==> src/design/assert_macros.svh <==
// Assertion macros shared by the speed loop RTL.
// Included by every file that carries concurrent checks; needs no package.
`ifndef ASSERT_MACROS_SVH
`define ASSERT_MACROS_SVH

// Same-cycle implication, disabled while reset is asserted.
`define ASSERT_IMPLIES(label, clk, rst_n, ante, cons) \
  label: assert property (@(posedge clk) disable iff (!rst_n) (ante) |-> (cons)) \
    else $error("same-cycle implication check failed");

// Next-cycle implication, disabled while reset is asserted.
`define ASSERT_NEXT(label, clk, rst_n, ante, cons) \
  label: assert property (@(posedge clk) disable iff (!rst_n) (ante) |=> (cons)) \
    else $error("next-cycle implication check failed");

`endif

==> src/design/fipid_pkg.sv <==
// Types and constants of the filtered incremental PID speed loop.
// Used by the channel interfaces, the controller, the datapath and the top level.
package fipid_pkg;

  localparam int DATA_W    = 32;  // Q16.16 samples, setpoints, gains
  localparam int ALPHA_W   = 16;  // filter pole, Q0.16
  localparam int DUTY_W    = 16;
  localparam int CMD_W     = 2;
  localparam int CFG_IDX_W = 3;

  // Shared multiplier: gains times error terms, or unsigned words times history or duty values
  localparam int MUL_A_W = DATA_W + 1;
  localparam int MUL_B_W = DATA_W + 2;
  localparam int PROD_W  = MUL_A_W + MUL_B_W;
  localparam int ACC_W   = PROD_W + 1;

  // floor(x / 100) for 32-bit x as (x * DIV100_MUL) >> DIV100_SHIFT
  localparam int                 DIV_IN_W     = 32;
  localparam int                 DIV100_SHIFT = 38;
  localparam logic [MUL_A_W-1:0] DIV100_MUL   = 33'd2748779070;

  localparam logic [ALPHA_W:0] ALPHA_ONE = 17'h10000;

  localparam logic signed [DATA_W-1:0] KP_RESET     = 32'sd65536;
  localparam logic [ALPHA_W-1:0]       ALPHA_RESET  = 16'd24109;
  localparam logic [DUTY_W-1:0]        PERIOD_RESET = 16'd1000;
  localparam logic [DUTY_W-1:0]        LIMIT_RESET  = 16'd90;

  typedef enum logic [CMD_W-1:0] {
    CMD_SAMPLE  = 2'd0,
    CMD_CONTROL = 2'd1,
    CMD_RESTART = 2'd2
  } cmd_t;

  typedef enum logic [CFG_IDX_W-1:0] {
    REG_KP     = 3'd0,
    REG_KI     = 3'd1,
    REG_KD     = 3'd2,
    REG_ALPHA  = 3'd3,
    REG_PERIOD = 3'd4,
    REG_LIMIT  = 3'd5
  } cfg_reg_t;

  typedef enum logic [2:0] {
    MUL_FIN   = 3'd0,  // (1 - alpha) * raw history
    MUL_FOUT  = 3'd1,  // alpha * filter history
    MUL_KP    = 3'd2,
    MUL_KI    = 3'd3,
    MUL_KD    = 3'd4,
    MUL_DUTY  = 3'd5,  // |u| * period
    MUL_RECIP = 3'd6   // scaled duty times reciprocal of 100
  } mul_sel_t;

  typedef enum logic [2:0] {
    ACC_HOLD      = 3'd0,
    ACC_LOAD_RAW  = 3'd1,
    ACC_ADD_RAW   = 3'd2,
    ACC_LOAD_CTRL = 3'd3,  // previous control value plus scaled product
    ACC_ADD_FRAC  = 3'd4
  } acc_op_t;

  typedef struct packed {
    logic     capture;
    logic     err_calc;
    logic     mul_en;
    mul_sel_t mul_sel;
    acc_op_t  acc_op;
    logic     filt_upd;
    logic     pid_upd;
    logic     duty_upd;
    logic     restart;
    logic     out_load;
  } dp_cmd_t;

endpackage

==> src/design/fipid_ctrl.sv <==
// Sequencer of the speed loop: one-hot state machine issuing datapath commands
// and owning the input ready and result valid. Depends on fipid_pkg.
`include "assert_macros.svh"

module fipid_ctrl import fipid_pkg::*; (
  input  logic             clk,
  input  logic             rst_n,
  input  logic             in_valid,
  input  logic [CMD_W-1:0] in_command,
  output logic             in_ready,
  input  logic             out_ready,
  output logic             out_valid,
  output dp_cmd_t          dp_cmd
);

  typedef enum logic [15:0] {
    ST_IDLE = 16'h0001,
    ST_F0   = 16'h0002,
    ST_F1   = 16'h0004,
    ST_F2   = 16'h0008,
    ST_F3   = 16'h0010,
    ST_E    = 16'h0020,
    ST_P    = 16'h0040,
    ST_I    = 16'h0080,
    ST_D    = 16'h0100,
    ST_U    = 16'h0200,
    ST_SAT  = 16'h0400,
    ST_DP   = 16'h0800,
    ST_DR   = 16'h1000,
    ST_DQ   = 16'h2000,
    ST_CLR  = 16'h4000,
    ST_OUT  = 16'h8000
  } state_t;

  state_t state_r, state_nxt;
  logic   out_valid_r, out_valid_nxt;
  logic   in_fire;

  assign in_ready  = (state_r == ST_IDLE);
  assign in_fire   = in_valid && in_ready;
  assign out_valid = out_valid_r;

  always_comb begin
    state_nxt       = state_r;
    dp_cmd          = '0;
    dp_cmd.mul_sel  = MUL_FIN;
    dp_cmd.acc_op   = ACC_HOLD;
    case (state_r)
      ST_IDLE: begin
        dp_cmd.capture = in_fire;
        if (in_fire) begin
          case (in_command)
            CMD_SAMPLE:  state_nxt = ST_F0;
            CMD_CONTROL: state_nxt = ST_E;
            CMD_RESTART: state_nxt = ST_CLR;
            default:     state_nxt = ST_OUT;  // unused code reports state only
          endcase
        end
      end
      ST_F0: begin
        dp_cmd.mul_en  = 1'b1;
        dp_cmd.mul_sel = MUL_FIN;
        state_nxt      = ST_F1;
      end
      ST_F1: begin
        dp_cmd.mul_en  = 1'b1;
        dp_cmd.mul_sel = MUL_FOUT;
        dp_cmd.acc_op  = ACC_LOAD_RAW;
        state_nxt      = ST_F2;
      end
      ST_F2: begin
        dp_cmd.acc_op = ACC_ADD_RAW;
        state_nxt     = ST_F3;
      end
      ST_F3: begin
        dp_cmd.filt_upd = 1'b1;
        state_nxt       = ST_OUT;
      end
      ST_E: begin
        dp_cmd.err_calc = 1'b1;
        state_nxt       = ST_P;
      end
      ST_P: begin
        dp_cmd.mul_en  = 1'b1;
        dp_cmd.mul_sel = MUL_KP;
        state_nxt      = ST_I;
      end
      ST_I: begin
        dp_cmd.mul_en  = 1'b1;
        dp_cmd.mul_sel = MUL_KI;
        dp_cmd.acc_op  = ACC_LOAD_CTRL;
        state_nxt      = ST_D;
      end
      ST_D: begin
        dp_cmd.mul_en  = 1'b1;
        dp_cmd.mul_sel = MUL_KD;
        dp_cmd.acc_op  = ACC_ADD_FRAC;
        state_nxt      = ST_U;
      end
      ST_U: begin
        dp_cmd.acc_op = ACC_ADD_FRAC;
        state_nxt     = ST_SAT;
      end
      ST_SAT: begin
        dp_cmd.pid_upd = 1'b1;
        state_nxt      = ST_DP;
      end
      ST_DP: begin
        dp_cmd.mul_en  = 1'b1;
        dp_cmd.mul_sel = MUL_DUTY;
        state_nxt      = ST_DR;
      end
      ST_DR: begin
        dp_cmd.mul_en  = 1'b1;
        dp_cmd.mul_sel = MUL_RECIP;
        state_nxt      = ST_DQ;
      end
      ST_DQ: begin
        dp_cmd.duty_upd = 1'b1;
        state_nxt       = ST_OUT;
      end
      ST_CLR: begin
        dp_cmd.restart = 1'b1;
        state_nxt      = ST_OUT;
      end
      ST_OUT: begin
        // wait for the result register to be free
        if (!out_valid_r || out_ready) begin
          dp_cmd.out_load = 1'b1;
          state_nxt       = ST_IDLE;
        end
      end
      default: state_nxt = ST_IDLE;
    endcase
  end

  always_comb begin
    if (dp_cmd.out_load) begin
      out_valid_nxt = 1'b1;
    end else if (out_ready) begin
      out_valid_nxt = 1'b0;
    end else begin
      out_valid_nxt = out_valid_r;
    end
  end

  always_ff @(posedge clk) begin
    if (!rst_n) begin
      state_r     <= ST_IDLE;
      out_valid_r <= 1'b0;
    end else begin
      state_r     <= state_nxt;
      out_valid_r <= out_valid_nxt;
    end
  end

  `ASSERT_NEXT(a_accept_starts_work, clk, rst_n, in_fire, state_r != ST_IDLE)
  `ASSERT_IMPLIES(a_no_result_overwrite, clk, rst_n, dp_cmd.out_load, !out_valid_r || out_ready)
  `ASSERT_NEXT(a_load_shows_result, clk, rst_n, dp_cmd.out_load, out_valid_r)

endmodule

==> config.mk <==
export PLATFORM = sky130hd
export DESIGN_NAME = fipid_ctrl
export DESIGN_NICKNAME = d
export VERILOG_FILES = /design/src/design/fipid_pkg.sv /design/src/design/fipid_ctrl.sv
export VERILOG_INCLUDE_DIRS = /design/src /design/src/design
export SDC_FILE = /design/constraint.sdc
export NUM_CORES = 1
export LEC_CHECK = 0
export BUFFER_PORTS_ARGS = -buffer_cell sky130_fd_sc_hd__buf_2
export CORE_ASPECT_RATIO = 0.6
export CORE_UTILIZATION = 41
export DETAILED_ROUTE_END_ITERATION = 16
export PLACE_DENSITY = 0.67
export SYNTH_ARGS = -nofsm -noshare
export SYNTH_HDL_FRONTEND = slang
export SYNTH_SLANG_ARGS = --single-unit
==> constraint.sdc <==
create_clock -name clk -period 3.4 [get_ports clk]
set_clock_uncertainty 0.1 [all_clocks]
set_input_delay 0.51 -clock clk [delete_from_list [all_inputs] [get_ports clk]]
set_output_delay 0.51 -clock clk [all_outputs]
set_load 0.005 [all_outputs]
==> results by group, run 1 <==
GRT
  – Pin count of the biggest net entering global routing: 13
  – Initial antenna violation count: 0
  – First-pass GRT wire length: 4146 µm
  – Vias in the first global route: 937
  – Grt ovf: 0
  – GRT Overall Usage: 0.1969

Floorplan
  – Cell Rows: 13
  – Chip Height: 41.75 µm
  – Starting Density: 0.4642
  – Die span in x: 68.25 µm
  – Top Ports: 22
  – Die area: 2849 µm²
  – Core area: 2326 µm²

Timing
  – RSZ-0062 raised after global routing: no
  – Pins over their slew limit: 0
  – Worst-Margin Slew: 0.6743 ns
  – Max Freq: 351.3 MHz
  – Setup tns final: 0 ns
  – Setup Viol. Count Final: 0
  – Crit share post-route: 0.8373
  – Rel. slew slack: 0.5471
  – Final Hold Vio Count: 0
  – Min Tclk post-route: 2.847 ns

CTS
  – Total CTS buffers: 3
  – Worst-path clk slew: 0.07 ns
  – Num Clock Sinks: 17
  – Worst skew pair latency: 0.26 ns
  – Root Buffer: clkbuf_8
  – CTS tree: built
  – CTS H-tree depth: 1
  – CTS max path bufs: 2
  – Post_cts resized: 0
  – CTS Hold Buffers Added: 0
  – Post-CTS Setup Repair Bufs: 0

Placed design
  – Placed Area: 1175 µm²
  – Post-DP HPWL: 1941 µm
  – PortBufs: 21
  – GPL Wtd Cong: 0.8584

Drt
  – DRT iter0 DRCs: 33
  – Post-DRT Antenna Nets: 0
  – DRT Pass-1 Iters: 4
  – Vias per cell: 5.867
  – Vias: 1,015
  – Total Wirelength: 2579 µm
  – WL per Instance: 14.91 µm
  – DR DRC count: 0

Pwr
  – Clock power share: 0.273
  – PwrDens: 463.7 nW/µm²
  – Switching Share: 0.3634
  – Combinational Power Share: 0.315
  – Net Switching: 205.8 µW
  – Design Power: 566.3 µW
  – Max rail drop VDD: 0.3218 mV
  – Leak: 0.4851 nW
  – Internal power: 360.5 µW
  – Fraction of power consumed by sequential logic: 0.412

Logic synthesis
  – Distinct cells, synth: 38
  – Largest family of logic cells by synthesized area: simple AND/OR/NAND/NOR gates
  – Sequential fraction of the synthesis area: 0.3152
  – Synth Area in Compound Gates: 0.08575
  – FFs w/ async S/R, synth: 0
  – Synth warnings: 0
  – Top_reg_cell synth: dfxtp_1
  – Mapped Cells: 126
  – Xor and xnor area share after synthesis: 0.04867
  – Avg Cell Area, Syn: 8.570 µm²
  – Post-Synth Adder-Cell Area: 0
  – Post-Syn Nets: 132
  – Synth Register Bits: 17
  – Post-synth EDFFs: 0
  – Synthesized area: 1080 µm²
  – Mux cell area share after synthesis: 0.009270
  – Synth Area in Simple Gates: 0.4762

Critical path
  – Worst path cell trace: nor4_4 > nand3_2 > or4b_4 > o21ai_0 > buf_2
  – Critical path data arrival time: 2.24 ns
  – CP startpoint kind: register
  – Worst R2R End: state_r[2]
  – Worst-case reg-to-reg path depth: 5
  – Worst reg2reg startpoint: state_r[12]
  – Max incr delay on CP: 0.66 ns
  – CP required: 2.79 ns
  – Crit end category: output port
  – Flop-to-flop setup slack: 0.89 ns
  – Critical path's slowest cell: nor4_4
  – CP Class: register to output port
  – Max FO, Critical Path: 10

Cells and area
  – Area growth, synth to finish: 13.09%
  – Register area: 340.3 µm²
  – Layout cells sized above 1: 0.2517
  – Most common cell after layout, fill and taps aside: buf_2
  – Fin util: 0.5250
  – Commonest cells after routing, fill and taps aside: buf_2, dfxtp_1, nor2_1
  – # fillers: 216
  – Design Area, Final: 1221 µm²
  – Nets: 150
  – Multi-input gate area: 669.4 µm²
  – Antenna diodes: 0

Hold path
  – Worst hold stages: 2
  – Min-delay src: in_command[1]
  – Worst hold path type: input pin to register
  – Worst Hold Endpoint: state_r[5]

Run
  – Max Cap Viol: 0

Run status
  – Status: finished, final reports clean
[synthesized netlist by cell type, types with 3 or more instances]
| master | n | area share |
|---|---|---|
| dfxtp_1 | 17 | 0.32 |
| nor2_1 | 15 | 0.052 |
| nor4_1 | 9 | 0.052 |
| nand2_1 | 7 | 0.024 |
| nor3_1 | 7 | 0.032 |
| nor4b_1 | 7 | 0.057 |
| inv_1 | 6 | 0.021 |
| nand2b_1 | 4 | 0.023 |
| nand3_1 | 4 | 0.019 |
| nor4_4 | 4 | 0.079 |
| o21ai_0 | 4 | 0.019 |
| xnor2_1 | 4 | 0.032 |
| and2_1 | 3 | 0.017 |
| clkbuf_1 | 3 | 0.010 |
| nand4_1 | 3 | 0.017 |
[power by group through the flow]
stage,combinational (mW),sequential (mW),clock (mW)
floorplan,0.137,0.229,0
detailed placement,0.176,0.236,0
global placement,0.172,0.236,0
CTS,0.177,0.232,0.158
global route,0.196,0.233,0.163
finish,0.179,0.233,0.155
[sequential cells by signal (all words and copies together) (netlist names)]
name       flops
state_r       16
out_valid      1
[layer usage]
| metal | GRT usage | up-vias | part of all wire |
|---|---|---|---|
| met5 | 0 | - | 0 |
| met4 | 0.07083 | 0 | 0.012 |
| met3 | 0.06319 | 4 | 0.060 |
| met2 | 0.2941 | 34 | 0.42 |
| met1 | 0.2612 | 477 | 0.51 |
| li1 | - | 500 | - |
[critical path: cells and delay by family, from the launching register on]
family / cells / cell delay (ns)
buf+inv: 1 / 0.13
flops: 1 / 0.37
compound gates: 1 / 0.08
simple gates: 3 / 1.39
[area by class of cell]
class                   instances  share of cell area
multi-input cells              95              0.5482
flip-flops and latches         17              0.2787
repair buffers                 21             0.08607
clock buffers                   3             0.03381
well taps                      30             0.03074
inverters                       6             0.01844
clock inverters                 1            0.004098
[worst max path at each step]
stage                           start        end  slack, ns  depth (start not counted)
after floorplan           state_r[14]  dp_cmd[8]       1.14                          5
after detailed placement  state_r[12]  dp_cmd[8]       0.86                          5
final                     state_r[12]  dp_cmd[8]       0.55                          5
after global routing      state_r[12]  dp_cmd[8]       0.45                          5
after global placement     state_r[4]  dp_cmd[8]       0.95                          5
after CTS                 state_r[12]  dp_cmd[8]       0.57                          5
[metrics by stage]
step                std cells  worst slack (ns)  hold slack, ns
finish                    173            0.5533          0.3512
global route              173            0.4543          0.3641
CTS                       173            0.5727          0.3492
detailed placement        169            0.8583          0.4448
global placement          169            0.9515          0.4405
floorplan                 126             1.141          0.4181
[logic make-up (layout without fill, tap and decap cells)]
group | Yosys count | count (layout)
and+or+nand+nor | 76 | 76
muxes | 1 | 1
AOI/OAI and AO/OA | 12 | 12
xor gates and xnor gates | 6 | 6
buffers and inverters | 14 | 31
DFF | 17 | 17
Note: power is estimated with default switching activity, not from simulation.
==> run 2, diff against run 1 <==
- PLACE_DENSITY: 0.67 -> 0.69
- clock period: 3.4 -> 2.6 ns (I/O delays scaled with it)
==> run 2 against run 1 <==
Against the previous run: routed wire length up 2.8%; worst hold slack worse by 0.11 ns; flip-flop and latch count unchanged; clock-buffer cell count unchanged; register-to-register slack worse by 0.42 ns; core utilization up 2.8 points; non-clock buffer count up 8; sequential power up 31%; global-route usage up 0.86 points; clock power up 28%; critical path type unchanged; largest cell class unchanged; largest power group unchanged.
==> results by group, run 2 (synthesis gave the netlist of run 1 again) <==
Run status
  – Status: finished, final reports clean

CTS
  – CTS tree: built
  – Root Buffer: clkbuf_8
  – Worst skew pair latency: 0.25 ns (about the same)
  – Num Clock Sinks: 17 (unchanged)
  – Worst-path clk slew: 0.07 ns (about the same)
  – CTS Hold Buffers Added: 0 (unchanged)
  – Total CTS buffers: 3 (unchanged)
  – CTS H-tree depth: 1 (unchanged)
  – CTS max path bufs: 2 (unchanged)

Floorplan
  – Chip Height: 41.75 µm (unchanged)
  – Die area: 2849 µm² (unchanged)
  – Core area: 2326 µm² (unchanged)
  – Cell Rows: 13 (unchanged)
  – Die span in x: 68.25 µm (unchanged)
  – Starting Density: 0.4642 (unchanged)
  – Top Ports: 22 (unchanged)

Drt
  – DR DRC count: 0 (unchanged)
  – Vias: 1,033 (+1.8%)
  – Metal-1 WL: 1346 µm (+3.2%)
  – Post-DRT Antenna Nets: 0 (unchanged)
  – WL per Instance: 14.65 µm (-1.7%)
  – DRT iter0 DRCs: 60 (+82%)
  – Met2 routed WL: 1126 µm (+3.4%)
  – DRT Pass-1 Iters: 4 (unchanged)
  – Total Wirelength: 2652 µm (+2.8%)
  – Top Metal Used: met4
  – Vias per cell: 5.707 (-2.7%)
  – Met3 wire len: 156 µm (+0.65%)

Critical path
  – Critical path data arrival time: 2.03 ns (-0.21 ns)
  – Worst-case reg-to-reg path depth: 6 (+1)
  – Flop-to-flop setup slack: 0.47 ns (-0.42 ns)
  – Max FO, Critical Path: 7 (-3)
  – Worst path top cell family by delay: simple AND/OR/NAND/NOR gates
  – Max incr delay on CP: 0.45 ns (-0.21 ns)
  – Worst reg2reg startpoint: state_r[3]
  – Worst R2R End: state_r[10]
  – CP Buf/Inv Count: 2 (+1)
  – CP startpoint kind: register
  – CP Class: register to output port
  – CP required: 2.11 ns (-0.68 ns)
  – Critical path's slowest cell: nor4_4
  – Worst path cell trace: nor4_4 > buf_4 > and2_1 > nand2_1 > nor4_1 > buf_2
  – Crit end category: output port

Cells and area
  – Layout cells sized above 1: 0.3046 (+0.05289)
  – Area growth, synth to finish: 19.12%
  – Fin util: 0.5530 (+0.02797)
  – Nets: 158 (+5.3%)
  – Most flop-heavy register: state_r
  – Antenna diodes: 0 (unchanged)
  – Most common cell after layout, fill and taps aside: buf_2
  – Non-Filler Instances: 181 (+4.6%)
  – Largest register FFs: 16 (unchanged)
  – Commonest cells after routing, fill and taps aside: buf_2, dfxtp_1, nor2_1
  – Design Area, Final: 1286 µm² (+5.3%)

Timing
  – Rel. slew slack: 0.6036 (+0.05649)
  – Setup Viol. Count Final: 0 (unchanged)
  – Setup tns final: 0 ns (unchanged)
  – Crit share post-route: 0.9693
  – Pins over their slew limit: 0 (unchanged)
  – Worst-Margin Slew: 0.5864 ns (-0.08793 ns)
  – Max Freq: 396.8 MHz
  – Final Hold Vio Count: 0 (unchanged)
  – Min Tclk post-route: 2.520 ns

GRT
  – Grt ovf: 0 (unchanged)
  – GRT Overall Usage: 0.2055 (+0.008605)
  – Initial antenna violation count: 0 (unchanged)
  – First-pass GRT wire length: 4250 µm (+2.5%)
  – Vias in the first global route: 881 (-6.0%)
  – Pin count of the biggest net entering global routing: 11 (-2)

Hold path
  – Worst hold path type: input pin to register
  – Worst hold stages: 2 (unchanged)
  – Min-delay src: in_command[1]
  – Worst Hold Endpoint: state_r[5]

Placed design
  – Post-DP HPWL: 2006 µm (+3.4%)
  – Placed Area: 1205 µm² (+2.6%)
  – GPL Wtd Cong: 0.8691 (+1.2%)
  – Placed cells: 173 (+2.4%)
  – PortBufs: 21 (unchanged)

Pwr
  – Fraction of power consumed by sequential logic: 0.395 (-0.017)
  – Combinational Power Share: 0.347 (+0.032)
  – Clock power share: 0.257 (-0.016)
  – Net Switching: 273.3 µW (+33%)
  – Switching Share: 0.3533 (-0.01016)
  – Leak: 0.5262 nW (+8.5%)
  – Max rail drop VDD: 0.3096 mV (-3.8%)
  – Internal power: 500.3 µW (+39%)
  – PwrDens: 601.4 nW/µm² (+30%)

Run
  – Max Cap Viol: 0 (unchanged)
-- run 2: cell count changes in the layout (fill, tap and decap cells not counted) --
cell	delta
or4_1	-1
dfxtp_2	+1
dfxtp_1	-1
or4_4	+1
buf_4	+8
-- run 2: repair_timing --
| item | in CTS | in global routing |
|---|---|---|
| setup endpoints to repair | 0 | 2 |
| setup buffers | 0 | 4 |
| gates resized for setup | 0 | 2 |
-- run 2: how the worst max path moves through the flow --
| stage | startpoint | cells past startpoint | end |
|---|---|---|---|
| floorplan | state_r[14] | 5 | dp_cmd[8] |
| global placement | state_r[5] | 6 | dp_cmd[6] |
| detailed placement | state_r[5] | 6 | dp_cmd[6] |
| CTS | state_r[5] | 6 | dp_cmd[6] |
| global route | state_r[3] | 6 | dp_cmd[2] |
| finish | state_r[3] | 6 | dp_cmd[1] |
-- run 2: cell type report --
| class | count | area [µm²] |
|---|---|---|
| Multi-Input combinational cell | 95 | 673.1 |
| Sequential cell | 17 | 341.6 |
| Clock buffer | 3 | 41.29 |
| Clock inverter | 1 | 5.005 |
| Tap cell | 30 | 37.54 |
| Timing Repair Buffer | 29 | 165.2 |
| Fill cell | 227 | 1040 |
| Inverter | 6 | 22.52 |
-- run 2: power groups by stage --
stage | Sequential, mW | Combinational, mW | Clock (mW)
CTS | 0.303 | 0.241 | 0.205
global placement | 0.307 | 0.236 | 0
finish | 0.306 | 0.269 | 0.199
global route | 0.306 | 0.294 | 0.217
detailed placement | 0.309 | 0.240 | 0
floorplan | 0.299 | 0.179 | 0
-- run 2: worst register-to-register path: stages (launching register included) --
cell and delay, ns:
dfxtp_1 0.40, nor4_4 0.45, buf_4 0.18, nand4_1 0.20, o221ai_2 0.38, buf_4 0.24, nor4b_1 0.06
-- run 2: metal layers --
metal | track usage | up-vias
met5 | 0 | -
met4 | 0.05000 | 0
met3 | 0.06593 | 4
met2 | 0.2961 | 34
met1 | 0.2914 | 479
li1 | - | 516
-- run 2: per-stage QoR --
step | setup slack, ns | hold slack [ns] | power [mW]
4_1_cts | 0.03605 | 0.2370 | 0.7492
5_1_grt | -0.01189 | 0.2415 | 0.8176
3_5_place_dp | 0.3220 | 0.4511 | 0.5484
2_1_floorplan | 0.4607 | 0.3667 | 0.4783
3_3_place_gp | 0.3457 | 0.4439 | 0.5428
6_report | 0.07975 | 0.2381 | 0.7736
==> run 3, diff against run 2 <==
- CORE_MARGIN: default -> 2
- GPL_ROUTABILITY_DRIVEN: default -> 0
==> run 3 against run 2 <==
Against the previous run: global-route usage shrank 2.5 points; register-to-register slack gained 0.02 ns; cell count grew 2.8%; total power shrank 0.12%; critical path depth is the same; non-clock buffer count grew 3; combinational power shrank 2%; critical endpoint is now dp_cmd[6]; largest cell class unchanged.
==> results by group, run 3 (synthesis gave the netlist of run 1 again) <==
Floorplan
  – Die area: 3073 µm² (+7.9%)
  – Core area: 2505 µm² (+7.7%)
  – Die span in x: 70.25 µm (+2.9%)
  – Top Ports: 22 (unchanged)
  – Starting Density: 0.4311 (-0.03316)
  – Cell Rows: 14 (+1)
  – Chip Height: 43.75 µm (+4.8%)

CTS
  – CTS Hold Buffers Added: 0 (unchanged)
  – CTS H-tree depth: 1 (unchanged)
  – Worst-path clk slew: 0.07 ns (about the same)
  – Worst skew pair latency: 0.25 ns (about the same)
  – Total CTS buffers: 3 (unchanged)
  – CTS tree: built
  – CTS max path bufs: 2 (unchanged)
  – Root Buffer: clkbuf_8
  – Num Clock Sinks: 17 (unchanged)

Cells and area
  – Largest register FFs: 16 (unchanged)
  – # fillers: 243 (+7.0%)
  – Antenna diodes: 0 (unchanged)
  – Commonest cells after routing, fill and taps aside: buf_2, nor2_1, dfxtp_1
  – Non-Filler Instances: 186 (+2.8%)
  – Fin util: 0.5235 (-0.02951)
  – Most flop-heavy register: state_r
  – Layout cells sized above 1: 0.3182 (+0.01355)
  – Area growth, synth to finish: 21.44%
  – Nets: 161 (+1.9%)
  – Most common cell after layout, fill and taps aside: buf_2

Hold path
  – Worst hold stages: 2 (unchanged)
  – Worst hold path type: input pin to register
  – Min-delay src: in_command[0]
  – Worst Hold Endpoint: state_r[1]

Drt
  – DR DRC count: 0 (unchanged)
  – Total Wirelength: 2650 µm (about the same)
  – Top Metal Used: met4
  – Vias per cell: 5.618 (-1.6%)
  – Vias: 1,045 (+1.2%)
  – Metal-1 WL: 1301 µm (-3.3%)
  – Met2 routed WL: 1123 µm (-0.27%)
  – WL per Instance: 14.25 µm (-2.8%)
  – DRT Pass-1 Iters: 4 (unchanged)
  – Post-DRT Antenna Nets: 0 (unchanged)
  – DRT iter0 DRCs: 21 (-65%)
  – Met3 wire len: 217 µm (+39%)

Timing
  – Max Freq: 397.0 MHz (about the same)
  – Setup tns final: 0 ns (unchanged)
  – Setup slack after layout: 0.08136 ns (+0.001606 ns)
  – Pins over their slew limit: 0 (unchanged)
  – Worst-Margin Slew: 0.5726 ns (-0.01376 ns)
  – Crit share post-route: 0.9687 (about the same)
  – Min Tclk post-route: 2.519 ns (-0.001606 ns)
  – Setup Viol. Count Final: 0 (unchanged)
  – Final Hold Vio Count: 0 (unchanged)
  – Rel. slew slack: 0.6129 (+0.009305)

Critical path
  – Worst-case reg-to-reg path depth: 6 (unchanged)
  – Crit end category: output port
  – Critical path data arrival time: 2.03 ns (about the same)
  – Max FO, Critical Path: 7 (unchanged)
  – Worst R2R End: state_r[10]
  – CP required: 2.11 ns (about the same)
  – CP startpoint kind: register
  – Worst reg2reg startpoint: state_r[5]
  – CP Class: register to output port
  – Flop-to-flop setup slack: 0.49 ns (+0.02 ns)

GRT
  – Vias in the first global route: 934 (+6.0%)
  – Grt ovf: 0 (unchanged)
  – GRT Overall Usage: 0.1808 (-0.02478)
  – First-pass GRT wire length: 4319 µm (+1.6%)
  – Pin count of the biggest net entering global routing: 12 (+1)
  – Initial antenna violation count: 0 (unchanged)

Pwr
  – Leak: 0.5339 nW (+1.5%)
  – Design Power: 772.7 µW (-0.12%)
  – PwrDens: 589.3 nW/µm² (-2.0%)
  – Max rail drop VDD: 0.3248 mV (+4.9%)

Placed design
  – Placed cells: 175 (+1.2%)
  – Post-DP HPWL: 2024 µm (+0.92%)
  – PortBufs: 21 (unchanged)
  – Worst Setup Slack post-DPL: 0.2645 ns (-0.05742 ns)

Run
  – Max Cap Viol: 0 (unchanged)

Run status
  – Status: finished, final reports clean
==> run 3: layout make-up <==
cell class	count	area, µm²	area share
Multi-Input combinational cell	95	669.4	0.5105
Clock buffer	3	41.29	0.03149
Inverter	6	22.52	0.01718
Timing Repair Buffer	32	187.7	0.1431
Tap cell	32	40.04	0.03053
Clock inverter	1	7.507	0.005725
Sequential cell	17	342.8	0.2615
==> run 3: worst max-delay path, stage by stage, from the launching register on <==
cell	delay, ns
dfxtp_1	0.40
nor4_4	0.41
buf_4	0.20
nand3_2	0.07
or4_1	0.49
nand2_1	0.09
buf_2	0.11
==> run 3: metrics by stage <==
step / cell area, µm² / hold slack (ns)
6_report: 1311 / 0.2321
3_5_place_dp: 1207 / 0.4579
5_1_grt: 1311 / 0.2334
4_1_cts: 1256 / 0.2299
2_1_floorplan: 1080 / 0.3667
3_3_place_gp: 1207 / 0.4435
==> run 3: routing by layer <==
metal | up-vias | GRT usage
met5 | - | 0
met4 | 0 | 0.03462
met3 | 2 | 0.06279
met2 | 35 | 0.2736
met1 | 482 | 0.2532
li1 | 526 | -
==> run 3: how the worst max path moves through the flow <==
stage,start,slack [ns],end,cells past startpoint
global placement,state_r[5],0.34,dp_cmd[8],5
detailed placement,state_r[5],0.26,dp_cmd[8],5
global route,state_r[5],-0.009,dp_cmd[6],6
CTS,state_r[12],0.02,dp_cmd[8],5
finish,state_r[5],0.08,dp_cmd[6],6
floorplan,state_r[14],0.46,dp_cmd[8],5
==> run 3: repair_timing <==
item | CTS | global route
pin swaps | 1 | 4
hold endpoints to repair | 0 | 0
endpoints found under the setup margin | 1 | 5
buffers inserted | 0 | 7
resized for setup | 0 | 2
==> run 3: power breakdown <==
part	total (mW)	internal, mW	switching [mW]
Combinational	0.264	0.118	0.146
Clock	0.205	0.108	0.0968
Sequential	0.304	0.274	0.0295
